<file path="src/hdl/fid_pkg.sv">
// Package for the first-occurrence id assigner: field widths, defaults,
// controller state codes and the result word layout. No dependencies.
`timescale 1ns / 1ps

package fid_pkg;

   localparam int DEF_MAX_KEYS = 128;
   localparam int DEF_KEY_BITS = 16;

   localparam int REQ_DATA_W = 16;
   localparam int RSP_DATA_W = 24;
   localparam int ID_OUT_W   = 7;
   localparam int CNT_OUT_W  = 8;
   localparam int LIMIT_W    = 8;

   localparam logic [LIMIT_W-1:0] LIMIT_RESET = 8'd64;

   typedef enum logic [2:0] {
      ST_IDLE   = 3'b001,
      ST_SEARCH = 3'b010,
      ST_DONE   = 3'b100
   } ctrl_state_type;

   // result word, lowest field last in the declaration
   typedef struct packed {
      logic                 overflow;
      logic                 over_limit;
      logic [CNT_OUT_W-1:0] distinct_count;
      logic                 is_new;
      logic [ID_OUT_W-1:0]  assigned_id;
   } rsp_word_type;

   localparam int RSP_WORD_W = $bits(rsp_word_type);

endpackage

</file>
<file path="src/hdl/fid_cell.sv">
// One key cell of the search chain: holds one distinct key and compares the
// probe passing through it. Depends on fid_pkg.
`timescale 1ns / 1ps

module fid_cell import fid_pkg::*; #(
   parameter int MAX_KEYS = DEF_MAX_KEYS,
   parameter int KEY_BITS = DEF_KEY_BITS,
   parameter int INDEX    = 0,
   localparam int ID_W    = $clog2(MAX_KEYS),
   localparam int CNT_W   = $clog2(MAX_KEYS + 1)
) (
   input  logic                clock,
   input  logic                reset,
   input  logic                in_valid,
   input  logic                in_found,
   input  logic [ID_W-1:0]     in_id,
   input  logic [KEY_BITS-1:0] in_key,
   output logic                out_valid,
   output logic                out_found,
   output logic [ID_W-1:0]     out_id,
   output logic [KEY_BITS-1:0] out_key,
   input  logic [CNT_W-1:0]    total,
   input  logic                wr_en,
   input  logic [ID_W-1:0]     wr_idx,
   input  logic [KEY_BITS-1:0] wr_key
);

   logic [KEY_BITS-1:0] stored_ff;
   logic                vld_ff;
   logic                found_ff, found_in;
   logic [ID_W-1:0]     id_ff, id_in;
   logic [KEY_BITS-1:0] key_ff;
   logic                hit;

   // only cells below the distinct count hold a live key
   assign hit = in_valid && !in_found && (CNT_W'(INDEX) < total) && (stored_ff == in_key);

   always_comb begin
      found_in = in_found | hit;
      id_in    = hit ? ID_W'(INDEX) : in_id;
   end

   always_ff @(posedge clock) begin
      if (reset) begin
         vld_ff <= 1'b0;
      end else begin
         vld_ff <= in_valid;
      end
   end

   always_ff @(posedge clock) begin
      found_ff <= found_in;
      id_ff    <= id_in;
      key_ff   <= in_key;
      if (wr_en && (wr_idx == ID_W'(INDEX))) begin
         stored_ff <= wr_key;
      end
   end

   assign out_valid = vld_ff;
   assign out_found = found_ff;
   assign out_id    = id_ff;
   assign out_key   = key_ff;

endmodule

</file>
<file path="config.mk">
export PLATFORM = sky130hd
export DESIGN_NAME = fid_cell
export DESIGN_NICKNAME = d
export VERILOG_FILES = /design/src/hdl/fid_pkg.sv /design/src/hdl/fid_cell.sv
export SDC_FILE = /design/constraint.sdc
export NUM_CORES = 1
export LEC_CHECK = 0
export CAP_MARGIN = 10
export CORE_ASPECT_RATIO = 0.7
export CORE_MARGIN = 2
export CORE_UTILIZATION = 61
export DETAILED_ROUTE_END_ITERATION = 16
export DONT_BUFFER_PORTS = 1
export HOLD_SLACK_MARGIN = 0.12
export PLACE_DENSITY = 0.81
export SLEW_MARGIN = 30
export SYNTH_ARGS = -nofsm -noshare
export SYNTH_HDL_FRONTEND = slang
export SYNTH_SLANG_ARGS = --single-unit
</file>
<file path="constraint.sdc">
create_clock -name clock -period 4.4 [get_ports clock]
set_input_delay 0.66 -clock clock [delete_from_list [all_inputs] [get_ports clock]]
set_output_delay 0.66 -clock clock [all_outputs]
set_load 0.03 [all_outputs]
</file>
# Yosys cells after proc, flatten, opt, wreduce, memory -nomap -nowiden
# Index checks and enable logic that the tools add are counted.
[word_totals]
reg_bits = 41
output_inout_bits = 25
elab_cells = 14
inputBits = 59
[classes]
n_eq_ne = 1
bitwise_logic = 1
n_lt_le_gt_ge = 1
n_reduce_logical = 6
[ops]
columns = ["cell", "count"]
rows = [
  ["$eq A16 B16 Y1", 1],
  ["$lt A1 B8 Y1 const A", 1],
  ["$logic_not A7 Y1", 1],
  ["$logic_and A1 B1 Y1", 4],
  ["$logic_not A1 Y1", 1],
  ["$or A1 B1 Y1", 1],
]

# Logic depth before layout (Yosys ltp)
[depth]
ltp_word = 5
mapped_depth = 4
ltp_nobuf = 4

# Least setup slack after synthesis
# OpenSTA, ideal clock, no wires.
[synth_timing]
kind = "input-to-reg"
startpoint = "input wr_idx[1]"
endpoint = "register stored_ff[0] (enable)"
slack_ns = 2.588
cell_stages = 2
t_required_ns = 4.026
t_arrival_ns = 1.438
setup_time_ns = 0.374
path_buffers = 0
path_cell_list = "nor4_1 > and4b_1"
[synth_between]
elab_chain_len = 2
[synth_rtl]
columns = ["element", "line", "text"]
rows = [
  ["start: declaration", "fid_cell.sv:24", "input logic [ID_W-1:0] wr_idx,"],
  ["$logic_not A7 Y1", "fid_cell.sv:55", "if (wr_en && (wr_idx == ID_W'(INDEX))) begin"],
  ["$logic_and A1 B1 Y1", "fid_cell.sv:55", ""],
  ["end signal: assignment", "fid_cell.sv:56", "stored_ff <= wr_key;"],
  ["end: declaration", "fid_cell.sv:28", "logic [KEY_BITS-1:0] stored_ff;"],
]
# Every way passes these cells.
# A chain may end at the register's enable or synchronous reset.

# Worst setup path after layout
[layout_timing]
startpoint = "register stored_ff[13]"
endpoint = "register id_ff[4], in the netlist out_id[4]"
[layout_between]
elab_chain_len = 2
[layout_rtl]
columns = ["element", "line", "text"]
rows = [
  ["$eq A16 B16 Y1", "fid_cell.sv:36", "assign hit = in_valid && !in_found && (CNT_W'(INDEX) < total) && (stored_ff == in_key);"],
  ["$logic_and A1 B1 Y1", "fid_cell.sv:36", ""],
  ["end signal: assignment", "fid_cell.sv:53", "id_ff <= id_in;"],
  ["end: declaration", "fid_cell.sv:31", "logic [ID_W-1:0] id_ff, id_in;"],
]
# Every way passes these cells.

==> metrics.md <==
| Metric | Value |
|---|---|
| Yosys reg bits | 41 |
| Total GRT Usage | 0.154 |
| TritonCTS buffer count | 5 |
| H-tree lvl count | 2 |
| Pin count of the biggest net entering global routing | 17 |
| Synthesized Nets | 137 |
| Clk slew on worst S/H paths | 0.11 ns |
| Min-Delay Endpoint | out_key[5] |
| Setup CP Type | flip-flop to flip-flop |
| Period utilisation layout | 0.369 |
| Critical Path AT | 1.79 ns |
| Worst path slowest cell | nor4_4 |
| Final wirelength | 1.83 mm |
| Most used standard cell by instance count after synthesis | dfxtp_1 |
| Hold Buf Count CTS | 0 |
| Postcts setup bufs | 0 |
| Synth Area in Simple Gates | 0.0704 |
| Min Clock Period, post-route | 1.62 ns |
| Post-Synth XOR/XNOR Area | 0.109 |
| Reg2reg path depth | 4 |
| Synth top area share | 0.391 |
| Largest family of logic cells by synthesized area | XOR/XNOR gates |
| Seq/Total Area, Yosys | 0.766 |
| Share of layout cells above drive strength 1 | 0.0930 |
| Crit path launch type | flip-flop |
| Pre-antenna DRT Iters | 10 |
| TritonCTS clock tree | yes |
| Port Buf Inserts | 0 |
| Final Util | 0.713 |
| Hold_ws | 0.350 ns |
| Post-synth EDFFs | 16 |
| Placer congestion estimate | 0.651 |
| Worst hold path depth | 0 |
| CTS Buffer Depth | 2 |
| Reg2reg setup slack | 2.78 ns |
| Diodes inserted | 0 |
| RR Endpoint | out_id[4] |
| Final Max Tran Viols | 0 |
| Synth Warn # | 0 |
| Max_cap viols | 0 |
| Root Buffer | clkbuf_4 |
| Syn avg cell area | 16.4 um2 |
| Site row count | 13 |
| HP Start | in_key[5] |
| Failing checks | DRC |
| Pwr Density | 460 nW/um2 |
| Maximum vdd drop | 0.262 mV |
| Initial antenna violation count | 0 |
| Setup crit end kind | flip-flop |
| Post-synth ARST share | 0 |
| Post-synth top cells | 25 x dfxtp_1, 16 x edfxtp_1, 11 x xnor2_1, 7 x a21boi_0, 5 x xor2_1 |
| Final ANT Viol Nets | 0 |
| Vias in the first global route | 581 |
| # DRC | 5 |
| Distinct cell type count after synthesis | 14 |
| Routed vias/inst | 5.69 |
| RSZ-0062 raised after global routing | false |
| Dpl cell area | 1310 um2 |
| Most frequently used flop master after synthesis | dfxtp_1 |
| Post-route cell area | 1370 um2 |
| Crit-path cells | xor2_1, a211o_1, nor4_4, a21boi_0 |
| CTS sink cnt | 41 |
| DP Worst Slack | 2.44 ns |
| Clk_lat worst skew | 0.32 ns |
| Status | complete, but fails checks |
| Nets | 144 |
| Die X | 58.8 um |
| Peak Freq | 617 MHz |
| Core area | 1920 um2 |
| Final hold violations | 0 |
| Initial DRC count | 19 |
| Final setup viols | 0 |
| Post-CTS Resized | 0 |
| Worst Path Max Fanout | 8 |
| Initial core utilization | 0.667 |
| Slowest stage delay, CP | 0.45 ns |
| Area leader, netlist | dfxtp_1 |
| Max_slew headroom | 0.504 |
| # IOs | 84 |
| CP required | 4.56 ns |
| Clock skew | 0.00773 ns |
| Multiplexer area fraction after synthesis | 0 |
| FF-to-FF Start | stored_ff[13] |
| Top post-synthesis cells by area | dfxtp_1 39%, edfxtp_1 38%, xnor2_1 7.5% |
| Worst-margin pin slew | 0.738 ns |
| Worst hold path class | primary input to flip-flop |
| Area growth, synth to finish | 6.84% |
| Fin Setup TNS | 0 ns |
| Die area | 2490 um2 |
| Synth Area in Compound Gates | 0.0538 |
| Routed via count | 615 |
| Die Y | 42.3 um |
| Syn Std Cell Area | 1280 um2 |
| Final global-route overflow total | 0 |
| Syn Inst Count | 78 |
| First-pass GRT wire length | 2.62 mm |
| Static Leak | 0.490 nW |
| WL/cell | 16.9 um |
| Final worst setup slack | 2.78 ns |
| Synth Area in Adders | 0 |
-- kinds of logic after synthesis --
family,after synthesis
AOI/OAI and AO/OA,9
and+or+nand+nor,12
DFF,41
xor gates and xnor gates,16
-- where the power goes --
group / internal (mW) / switching [mW] / total (mW)
clock network: 0.0753 / 0.104 / 0.179
logic: 0.00831 / 0.00535 / 0.0137
registers: 0.407 / 0.0293 / 0.436
total: 0.490 / 0.139 / 0.629
-- final cells by class --
cell class              instances  area, um2
clock buffers                   6       51.3
clock inverters                 2       8.76
fillers                       144        552
multi-input cells              37        299
flip-flops and latches         41        981
well taps                      22       27.5
-- how the worst max path moves through the flow --
stage / start / to / depth (start not counted)
finish: stored_ff[13] / out_id[4] / 4
floorplan: wr_idx[1] / stored_ff[0] / 2
global route: stored_ff[13] / out_id[0] / 4
global placement: wr_idx[1] / stored_ff[12] / 2
CTS: stored_ff[13] / out_id[0] / 4
detailed placement: wr_idx[1] / stored_ff[8] / 2
-- per-layer routing --
layer | vias to the layer above | track usage | share of wire
li1 | 292 | - | -
met1 | 275 | 0.160 | 0.38
met2 | 43 | 0.247 | 0.49
met3 | 5 | 0.0864 | 0.11
met4 | 0 | 0.0818 | 0.019
met5 | - | 0 | 0
-- sequential cells by signal (all words and copies together), names as in the netlist --
| name | count |
|---|---|
| out_valid | 1 |
| out_found | 1 |
| out_id | 7 |
| stored_ff | 16 |
| out_key | 16 |
-- layout by cell type (no fill, tap or decap), drive strengths merged, types with 2 or more instances in the layout --
cell type,synthesis,layout
edfxtp,16,16
nor2b,2,2
clkinv,0,2
dfxtp,25,25
xnor2,11,11
clkbuf,0,6
a21boi,7,7
nor4,4,4
nand4,3,3
xor2,5,5
-- worst max-delay path: cells and delay by family (launching register included) --
kind             cells  cell delay, ns
XOR/XNOR             1            0.15
flip-flops           1            0.39
AND/OR/NAND/NOR      1            0.45
AO/OA/AOI/OAI        2            0.47
-- through the flow --
stage | total power [mW] | std cells
after floorplan | 0.455 | 78
after global placement | 0.458 | 100
after detailed placement | 0.459 | 100
after CTS | 0.636 | 108
after global routing | 0.657 | 108
final | 0.629 | 108
Power figures use the tool's default switching activity.
