## config.mk

```make
export PLATFORM = sky130hd
export DESIGN_NAME = fid_ctrl
export DESIGN_NICKNAME = d
export VERILOG_FILES = /design/src/hdl/fid_pkg.sv /design/src/hdl/fid_ctrl.sv
export SDC_FILE = /design/constraint.sdc
export NUM_CORES = 1
export LEC_CHECK = 0
export BUFFER_PORTS_ARGS = -buffer_cell sky130_fd_sc_hd__buf_2
export CAP_MARGIN = 20
export CORE_MARGIN = 3
export CORE_UTILIZATION = 50
export DETAILED_ROUTE_END_ITERATION = 8
export PLACE_DENSITY_LB_ADDON = 0.25
export SYNTH_ARGS = -nofsm -noshare
export SYNTH_HDL_FRONTEND = slang
export SYNTH_SLANG_ARGS = --single-unit
```

## constraint.sdc

```tcl
create_clock -name clock -period 6.9 [get_ports clock]
set_input_delay 1.38 -clock clock [delete_from_list [all_inputs] [get_ports clock]]
set_output_delay 1.38 -clock clock [all_outputs]
set_load 0.01 [all_outputs]
```

## src/hdl/fid_pkg.sv

```systemverilog
// Package for the first-occurrence id assigner: field widths, defaults,
// controller state codes and the result word layout. No dependencies.
`timescale 1ns / 1ps

package fid_pkg;

   localparam int DEF_MAX_KEYS = 128;
   localparam int DEF_KEY_BITS = 16;

   localparam int REQ_DATA_W = 16;
   localparam int RSP_DATA_W = 24;
   localparam int ID_OUT_W   = 7;
   localparam int CNT_OUT_W  = 8;
   localparam int LIMIT_W    = 8;

   localparam logic [LIMIT_W-1:0] LIMIT_RESET = 8'd64;

   typedef enum logic [2:0] {
      ST_IDLE   = 3'b001,
      ST_SEARCH = 3'b010,
      ST_DONE   = 3'b100
   } ctrl_state_type;

   // result word, lowest field last in the declaration
   typedef struct packed {
      logic                 overflow;
      logic                 over_limit;
      logic [CNT_OUT_W-1:0] distinct_count;
      logic                 is_new;
      logic [ID_OUT_W-1:0]  assigned_id;
   } rsp_word_type;

   localparam int RSP_WORD_W = $bits(rsp_word_type);

endpackage

```

## src/hdl/fid_ctrl.sv

```systemverilog
// Controller: stream handshakes, limit register, list counters, result
// register and the append write into the cell chain. Depends on fid_pkg.
`timescale 1ns / 1ps

module fid_ctrl import fid_pkg::*; #(
   parameter int MAX_KEYS = DEF_MAX_KEYS,
   parameter int KEY_BITS = DEF_KEY_BITS,
   localparam int ID_W    = $clog2(MAX_KEYS),
   localparam int CNT_W   = $clog2(MAX_KEYS + 1)
) (
   input  logic                  clock,
   input  logic                  reset,
   input  logic                  req_tvalid,
   output logic                  req_tready,
   input  logic [REQ_DATA_W-1:0] req_tdata,
   input  logic                  req_tlast,
   output logic                  rsp_tvalid,
   input  logic                  rsp_tready,
   output logic [RSP_DATA_W-1:0] rsp_tdata,
   input  logic                  csr_valid,
   output logic                  csr_ready,
   input  logic [LIMIT_W-1:0]    csr_data,
   output logic                  inj_valid,
   output logic [KEY_BITS-1:0]   inj_key,
   input  logic                  done_valid,
   input  logic                  done_found,
   input  logic [ID_W-1:0]       done_id,
   input  logic [KEY_BITS-1:0]   done_key,
   output logic                  wr_en,
   output logic [ID_W-1:0]       wr_idx,
   output logic [KEY_BITS-1:0]   wr_key,
   output logic [CNT_W-1:0]      total
);

   localparam int CMP_W = (CNT_W > LIMIT_W) ? CNT_W : LIMIT_W;

   ctrl_state_type     state_ff, state_in;
   logic [LIMIT_W-1:0] limit_ff;
   logic [CNT_W-1:0]   total_ff, total_in;
   logic [CNT_W-1:0]   seen_ff, seen_in;
   logic               last_ff, last_in;
   rsp_word_type       pend_ff, pend_in;
   rsp_word_type       rsp_ff, rsp_in;
   logic               rsp_valid_ff, rsp_valid_in;
   logic [CNT_W-1:0]   new_total;
   logic [ID_W-1:0]    new_id;
   logic               fresh;
   logic               req_accept;

   // hold both channels off while reset is high
   assign req_tready = (state_ff == ST_IDLE) && !reset;
   assign req_accept = req_tvalid && req_tready;
   assign csr_ready  = !reset;
   assign inj_key    = KEY_BITS'(req_tdata);

   always_comb begin
      state_in     = state_ff;
      total_in     = total_ff;
      seen_in      = seen_ff;
      last_in      = last_ff;
      pend_in      = pend_ff;
      rsp_in       = rsp_ff;
      rsp_valid_in = rsp_valid_ff;
      inj_valid    = 1'b0;
      wr_en        = 1'b0;
      new_total    = total_ff;
      new_id       = '0;
      fresh        = 1'b0;

      if (rsp_valid_ff && rsp_tready) begin
         rsp_valid_in = 1'b0;
      end

      case (state_ff)
         ST_IDLE: begin
            if (req_accept) begin
               last_in = req_tlast;
               if (seen_ff >= CNT_W'(MAX_KEYS)) begin
                  // list is full: drop the word, no search
                  pend_in.assigned_id    = '0;
                  pend_in.is_new         = 1'b0;
                  pend_in.distinct_count = CNT_OUT_W'(total_ff);
                  pend_in.over_limit     = req_tlast &&
                                           (CMP_W'(total_ff) > CMP_W'(limit_ff));
                  pend_in.overflow       = 1'b1;
                  if (req_tlast) begin
                     total_in = '0;
                     seen_in  = '0;
                  end
                  state_in = ST_DONE;
               end else begin
                  seen_in   = seen_ff + 1'b1;
                  inj_valid = 1'b1;
                  state_in  = ST_SEARCH;
               end
            end
         end
         ST_SEARCH: begin
            if (done_valid) begin
               if (done_found) begin
                  new_id = done_id;
               end else if (total_ff < CNT_W'(MAX_KEYS)) begin
                  // append the key behind the last distinct one
                  new_id    = total_ff[ID_W-1:0];
                  wr_en     = 1'b1;
                  new_total = total_ff + 1'b1;
                  fresh     = 1'b1;
               end
               pend_in.assigned_id    = ID_OUT_W'(new_id);
               pend_in.is_new         = fresh;
               pend_in.distinct_count = CNT_OUT_W'(new_total);
               pend_in.over_limit     = last_ff && (CMP_W'(new_total) > CMP_W'(limit_ff));
               pend_in.overflow       = 1'b0;
               if (last_ff) begin
                  total_in = '0;
                  seen_in  = '0;
               end else begin
                  total_in = new_total;
               end
               state_in = ST_DONE;
            end
         end
         ST_DONE: begin
            if (!rsp_valid_ff || rsp_tready) begin
               rsp_in       = pend_ff;
               rsp_valid_in = 1'b1;
               state_in     = ST_IDLE;
            end
         end
         default: begin
            state_in = ST_IDLE;
         end
      endcase
   end

   assign wr_idx = total_ff[ID_W-1:0];
   assign wr_key = done_key;
   assign total  = total_ff;

   always_ff @(posedge clock) begin
      if (reset) begin
         state_ff     <= ST_IDLE;
         limit_ff     <= LIMIT_RESET;
         total_ff     <= '0;
         seen_ff      <= '0;
         rsp_valid_ff <= 1'b0;
      end else begin
         state_ff     <= state_in;
         total_ff     <= total_in;
         seen_ff      <= seen_in;
         rsp_valid_ff <= rsp_valid_in;
         if (csr_valid && csr_ready) begin
            limit_ff <= csr_data;
         end
      end
   end

   always_ff @(posedge clock) begin
      last_ff <= last_in;
      pend_ff <= pend_in;
      rsp_ff  <= rsp_in;
   end

   assign rsp_tvalid = rsp_valid_ff;
   assign rsp_tdata  = {{(RSP_DATA_W - RSP_WORD_W){1'b0}}, rsp_ff};

   a_total_le_seen: assert property (@(posedge clock) disable iff (reset)
      total_ff <= seen_ff)
      else $error("distinct count above entries taken");

   a_seen_max: assert property (@(posedge clock) disable iff (reset)
      seen_ff <= CNT_W'(MAX_KEYS))
      else $error("entry count beyond list capacity");

   a_done_in_search: assert property (@(posedge clock) disable iff (reset)
      done_valid |-> (state_ff == ST_SEARCH))
      else $error("chain result outside a search");

   a_accept_leaves_idle: assert property (@(posedge clock) disable iff (reset)
      req_accept |=> (state_ff != ST_IDLE))
      else $error("accepted word did not start work");

   a_write_is_append: assert property (@(posedge clock) disable iff (reset)
      wr_en |=> (total_ff == $past(total_ff) + 1'b1) || $past(last_ff))
      else $error("append write without count advance");

endmodule

```

# Yosys cells after proc, flatten, opt, wreduce, memory -nomap -nowiden
# Cells that the tools add are included.
word_totals:
  register_bits: 65
  inputBits: 55
  out_inout_bits: 76
  wordCells: 84
classes:
  addsub: 2
  n_lt_le_gt_ge: 4
  eq_ne: 10
  muxes: 36
  n_reduce_logical: 16
op_table:
  columns: ["operator", "n"]
  rows:
  - ["two-way mux 8 bit", 13]
  - ["two-way mux 18 bit", 3]
  - ["one-hot mux 18 bit (2 select lines)", 1]
  - ["one-hot mux 8 bit (2 select lines)", 2]
  - ["adder 8 x 1 -> 8 bit, second input constant", 2]
  - ["> comparator 8 bit", 2]
  - ["two-way mux 7 bit", 2]
  - ["two-way mux 3 bit", 4]
  - ["two-way mux 1 bit", 10]
  - ["!= test 2 bit, second input constant", 5]
  - ["AND reduction 5 bit", 2]
  - ["one-hot mux 3 bit (3 select lines)", 1]
  - [">= comparator 8 bit, second input constant", 1]
  - ["< comparator 8 bit, second input constant", 1]
  - ["logical AND 1 bit", 6]
  - ["AND reduction 2 bit", 2]
  - ["AND reduction 4 bit", 1]
  - ["== test 3 x 1 -> 1 bit, second input constant", 1]
  - ["== test 3 x 2 -> 1 bit, second input constant", 1]
  - ["== test 3 bit, second input constant", 1]
  - ["!= test 3 bit, second input constant", 1]
  - ["AND reduction 3 bit", 1]
  - ["zero test 1 bit", 2]
  - ["!= test 2 x 1 -> 1 bit, second input constant", 1]
  - ["other kinds (2)", 2]

# Logic depth before layout (Yosys ltp)
depth:
  depth_word: 9
  mapped_depth: 11
  ltp_nobuf: 10

# Worst setup path before layout
# Ideal clock, no wire load.
synth_path:
  kind: "input-to-output"
  startpoint: "input reset"
  endpoint: "output inj_valid"
  arrival_ps: 2130
  t_required_ps: 5520
  slack_ps: 3390
  path_stages: 3
  path_buffers: 0
  path_cell_list: "or2_1 > or3_1 > inv_2"
synth_between:
  elab_chain_cells: 5
synth_lines:
  columns: ["element", "line_no", "text"]
  rows:
  - ["from (decl)", "fid_ctrl.sv:12", "input logic reset,"]
  - ["zero test 1 bit", "fid_ctrl.sv:51", "assign req_tready = (state_ff == ST_IDLE) && !reset;"]
  - ["logical AND 1 bit", "fid_ctrl.sv:51", null]
  - ["logical AND 1 bit", "fid_ctrl.sv:52", "assign req_accept = req_tvalid && req_tready;"]
  - ["two-way mux 1 bit", "fid_ctrl.sv:76", "if (req_accept) begin"]
  - ["two-way mux 1 bit", "fid_ctrl.sv:74", "case (state_ff)"]
  - ["to (decl)", "fid_ctrl.sv:23", "output logic inj_valid,"]
# No other way between the ends.

# Worst setup path in the final report
# Same ends and word-level chain as after synthesis.

==> run_results.csv <==
group,metric,value,unit
grt,grt_use_met1,0.225,
timing,fin_setup_tns,0,ns
floorplan,die_x,90.2,um
cells_and_area,finalNonFillerCells,466,
grt,grt_pass1_vias,2337,
route,wl_per_cell,14.4,um
timing,worst_pin_slew,0.815,ns
critical_path,worstReg2RegStart,"total[1]",
critical_path,cp_slowest_cell,"or3_1",
grt,busiest_layer,"met2",
critical_path,startpoint_type,"input pin",
grt,grt_usage,0.171,
power_and_ir_drop,ir_worst_vdd,0.000120,V
cells_and_area,antennaDiodeCount,0,
critical_path,crit_path_end_kind,"output port",
clock_tree,clock_path_buffers,2,
grt,grt_pass1_wl,11200,um
yosys,ys_ff_latch,65,
worst_hold_path,hold_class,"flip-flop to flip-flop",
run_status,status,"completed",
critical_path,reg2reg_depth,10,
timing,setup_violations,0,
worst_hold_path,min_to,"rsp_tdata[11]",
yosys,synth_cell_type_count,54,
clock_tree,cts_tree,"done",
clock_tree,clk_pin_slew,0.07,ns
timing,relSlewSlack,0.456,
yosys,muxShareOfSynthArea,0.0318,
floorplan,io_pins,131,
cells_and_area,utilization,0.554,
grt,use_met2,0.262,
placement,placedCellCount,450,
clock_tree,cts.htree.levels,3,
floorplan,dieArea,0.00813,mm2
floorplan,coreArea,0.00683,mm2
timing,fin_crit,3.97,ns
timing,hold_viol,0,
route,viasPerCell,5.24,
yosys,yosys.area_share.simple,0.158,
critical_path,crit_fanout,22,
placement,port_buffers,60,
power_and_ir_drop,power_density,208,mW/mm2
placement,post-place-ws,2.94,ns
route,post-route-drc-count,0,
critical_path,critPathRequiredTime,5.52,ns
worst_hold_path,holdPathStages,0,
yosys,avgSynthCellArea,10.2,um2
route,drt_iter0_drc,133,
floorplan,start_util,0.519,
timing,max_freq,252,MHz
timing,fin_crit_sh,0.575,
route,routed_wl,6730,um
timing,worst_clock_skew,0.0109,ns
yosys,synth_xor_area_frac,0.0247,
floorplan,die_y,90.2,um
critical_path,path_delay_family,"simple AND/OR/NAND/NOR gates",
critical_path,critPathMaxStageDelay,0.42,ns
critical_path,cp_num_buf_inv,3,
grt,grt_overflow,0,
critical_path,cp.depth,5,
clock_tree,ctsHoldBuffers,0,
run,cap_violations,0,
yosys,synth_edf_count,37,
yosys,synth_compound_area_frac,0.111,
yosys,synth_top_family_by_area,"simple AND/OR/NAND/NOR gates",
yosys,syn_inst,347,
grt,antenna_found_initial,0,
timing,rsz0062_at_grt,"false",
critical_path,reg2reg_to,"pend_ff[16]",
timing,setup_ws,2.93,ns
clock_tree,cts_resized,0,
timing,holdWs,0.412,ns
grt,grt_use_met3,0.0519,
critical_path,arrival,2.59,ns
route,dr.pass1.iters,4,
clock_tree,clkSinkCount,65,
yosys,synth_area,0.00354,mm2
clock_tree,cts_root_buf,"clkbuf_8",
yosys,async_flop_share,0,
critical_path,critPathKind,"input pin to output port",
yosys,synth_fa_ha_area_frac,0.0706,
clock_tree,cts_inserted_buffers,9,
clock_tree,cts_setup_buffers,0,
worst_hold_path,hp-start,"pend_ff[11]",
floorplan,rows,30,
yosys,ys_warn_count,0,
power_and_ir_drop,p_leak,1.60,nW
route,ant_nets,0,
critical_path,path_cells,"buf_2 > or2_1 > or3_1 > inv_2 > buf_2",
timing,final_max_slew_viol_count,0,
clock_tree,clkLatencyLatePin,0.34,ns
cells_and_area,drive_gt1_frac,0.243,
cells_and_area,syn2layout_area_growth,6.78,%
grt,grt_max_degree,23,
placement,finalWeightedCongestion,0.842,
cells_and_area,nets,440,
yosys,ys.flop_type,"edfxtp_1",
critical_path,cp_common_cell,"buf_2",
yosys,yosysSeqAreaShare,0.472,
critical_path,rrSetupSlack,4.17,ns
route,via_count,2441,
placement,hpwl,4920,um
==> per-layer routing <==
metal / wire (um) / up-vias / part of all wire
li1: - / 1210 / -
met1: 3110 / 1137 / 0.46
met3: 448 / 14 / 0.067
met4: 84 / 0 / 0.012
met2: 3080 / 80 / 0.46
met5: 0 / - / 0
==> placed cells by master (no fill, tap or decap), types with 4 or more instances in the layout <==
| cell type | netlist | routed |
|---|---|---|
| o21ai_1 | 5 | 5 |
| conb_1 | 1 | 6 |
| dfxtp_1 | 28 | 28 |
| inv_1 | 16 | 16 |
| nor3b_1 | 5 | 5 |
| nor3_1 | 4 | 4 |
| nand3_1 | 12 | 12 |
| nand2_1 | 13 | 13 |
| edfxtp_1 | 37 | 37 |
| buf_2 | 3 | 60 |
| nor2_1 | 31 | 31 |
| mux2i_1 | 9 | 9 |
| and3_1 | 8 | 8 |
| xnor2_1 | 5 | 5 |
| o31ai_1 | 8 | 8 |
| clkbuf_8 | 0 | 9 |
| xor2_1 | 5 | 5 |
| o21ai_0 | 6 | 6 |
| ha_1 | 20 | 20 |
| a21oi_1 | 21 | 21 |
| nand2b_1 | 4 | 4 |
| nor2b_1 | 4 | 4 |
| or3_1 | 4 | 4 |
==> kinds of logic after synthesis <==
family          Yosys count
compound gates           59
xor+xnor                 10
simple gates            103
mux                      11
flops                    65
buf+inv                  78
other cells               1
fa+ha+maj                20
==> worst max path at each step <==
stage,to,startpoint
2_1_floorplan,inj_valid,reset
3_3_place_gp,inj_valid,reset
3_5_place_dp,inj_valid,reset
4_1_cts,inj_valid,reset
5_1_grt,inj_valid,reset
6_report,inj_valid,reset
==> cells in the mapped netlist, drive strengths merged (3+ instances only) <==
| master | count | area share |
|---|---|---|
| a211oi | 3 | 0.0099 |
| a21oi | 21 | 0.030 |
| a31oi | 3 | 0.0053 |
| and3 | 8 | 0.014 |
| buf | 50 | 0.10 |
| clkbuf | 9 | 0.0095 |
| dfxtp | 28 | 0.16 |
| edfxtp | 37 | 0.31 |
| ha | 20 | 0.071 |
| inv | 18 | 0.019 |
| mux2i | 9 | 0.025 |
| nand2 | 14 | 0.016 |
| nand2b | 5 | 0.0095 |
| nand3 | 12 | 0.017 |
| nand3b | 3 | 0.0064 |
| nand4 | 3 | 0.0053 |
| nor2 | 32 | 0.036 |
| nor2b | 5 | 0.011 |
| nor3 | 5 | 0.0085 |
| nor3b | 6 | 0.016 |
| o211ai | 3 | 0.0064 |
| o21ai | 11 | 0.016 |
| o31ai | 8 | 0.017 |
| or3 | 4 | 0.0071 |
| xnor2 | 5 | 0.012 |
| xor2 | 5 | 0.012 |
==> worst register-to-register path, cell delays in order (launching register included) <==
cell      delay (ns)
dfxtp_1         0.56
ha_1            0.28
and3_1          0.23
nand2_1         0.13
xnor2_1         0.18
ha_1            0.33
and3_1          0.20
o21ai_0         0.07
nand3_1         0.09
a221oi_1        0.27
o22ai_1         0.13
==> area by class of cell <==
| type | count | area, um2 |
|---|---|---|
| multi-input combinational | 209 | 1430 |
| inverter | 19 | 71.3 |
| clock buffer | 10 | 128 |
| clock inverter | 6 | 60.1 |
| sequential | 65 | 1670 |
| timing repair buffer | 61 | 308 |
| tap | 96 | 120 |
| fill | 652 | 3050 |
==> stage by stage <==
step | power (mW) | instance area, um2
2_1_floorplan | 0.489 | 3560
3_3_place_gp | 0.484 | 3600
3_5_place_dp | 0.485 | 3600
4_1_cts | 0.792 | 3780
5_1_grt | 0.818 | 3780
6_report | 0.785 | 3780
==> power by group <==
| part | total [mW] | switching [mW] | internal (mW) | leakage (nW) |
|---|---|---|---|---|
| combinational | 0.0583 | 0.0340 | 0.0243 | 0.945 |
| clock | 0.309 | 0.144 | 0.165 | 0.0920 |
| sequential | 0.418 | 0.00526 | 0.413 | 0.562 |
==> flip-flops by register name (all words and copies together), names as in the netlist <==
name / count
pend_ff: 18
rsp_tdata: 18
limit_ff: 8
seen_ff: 8
total: 8
state_ff: 3
last_ff: 1
rsp_tvalid: 1
(Power assumes the default switching activity.)
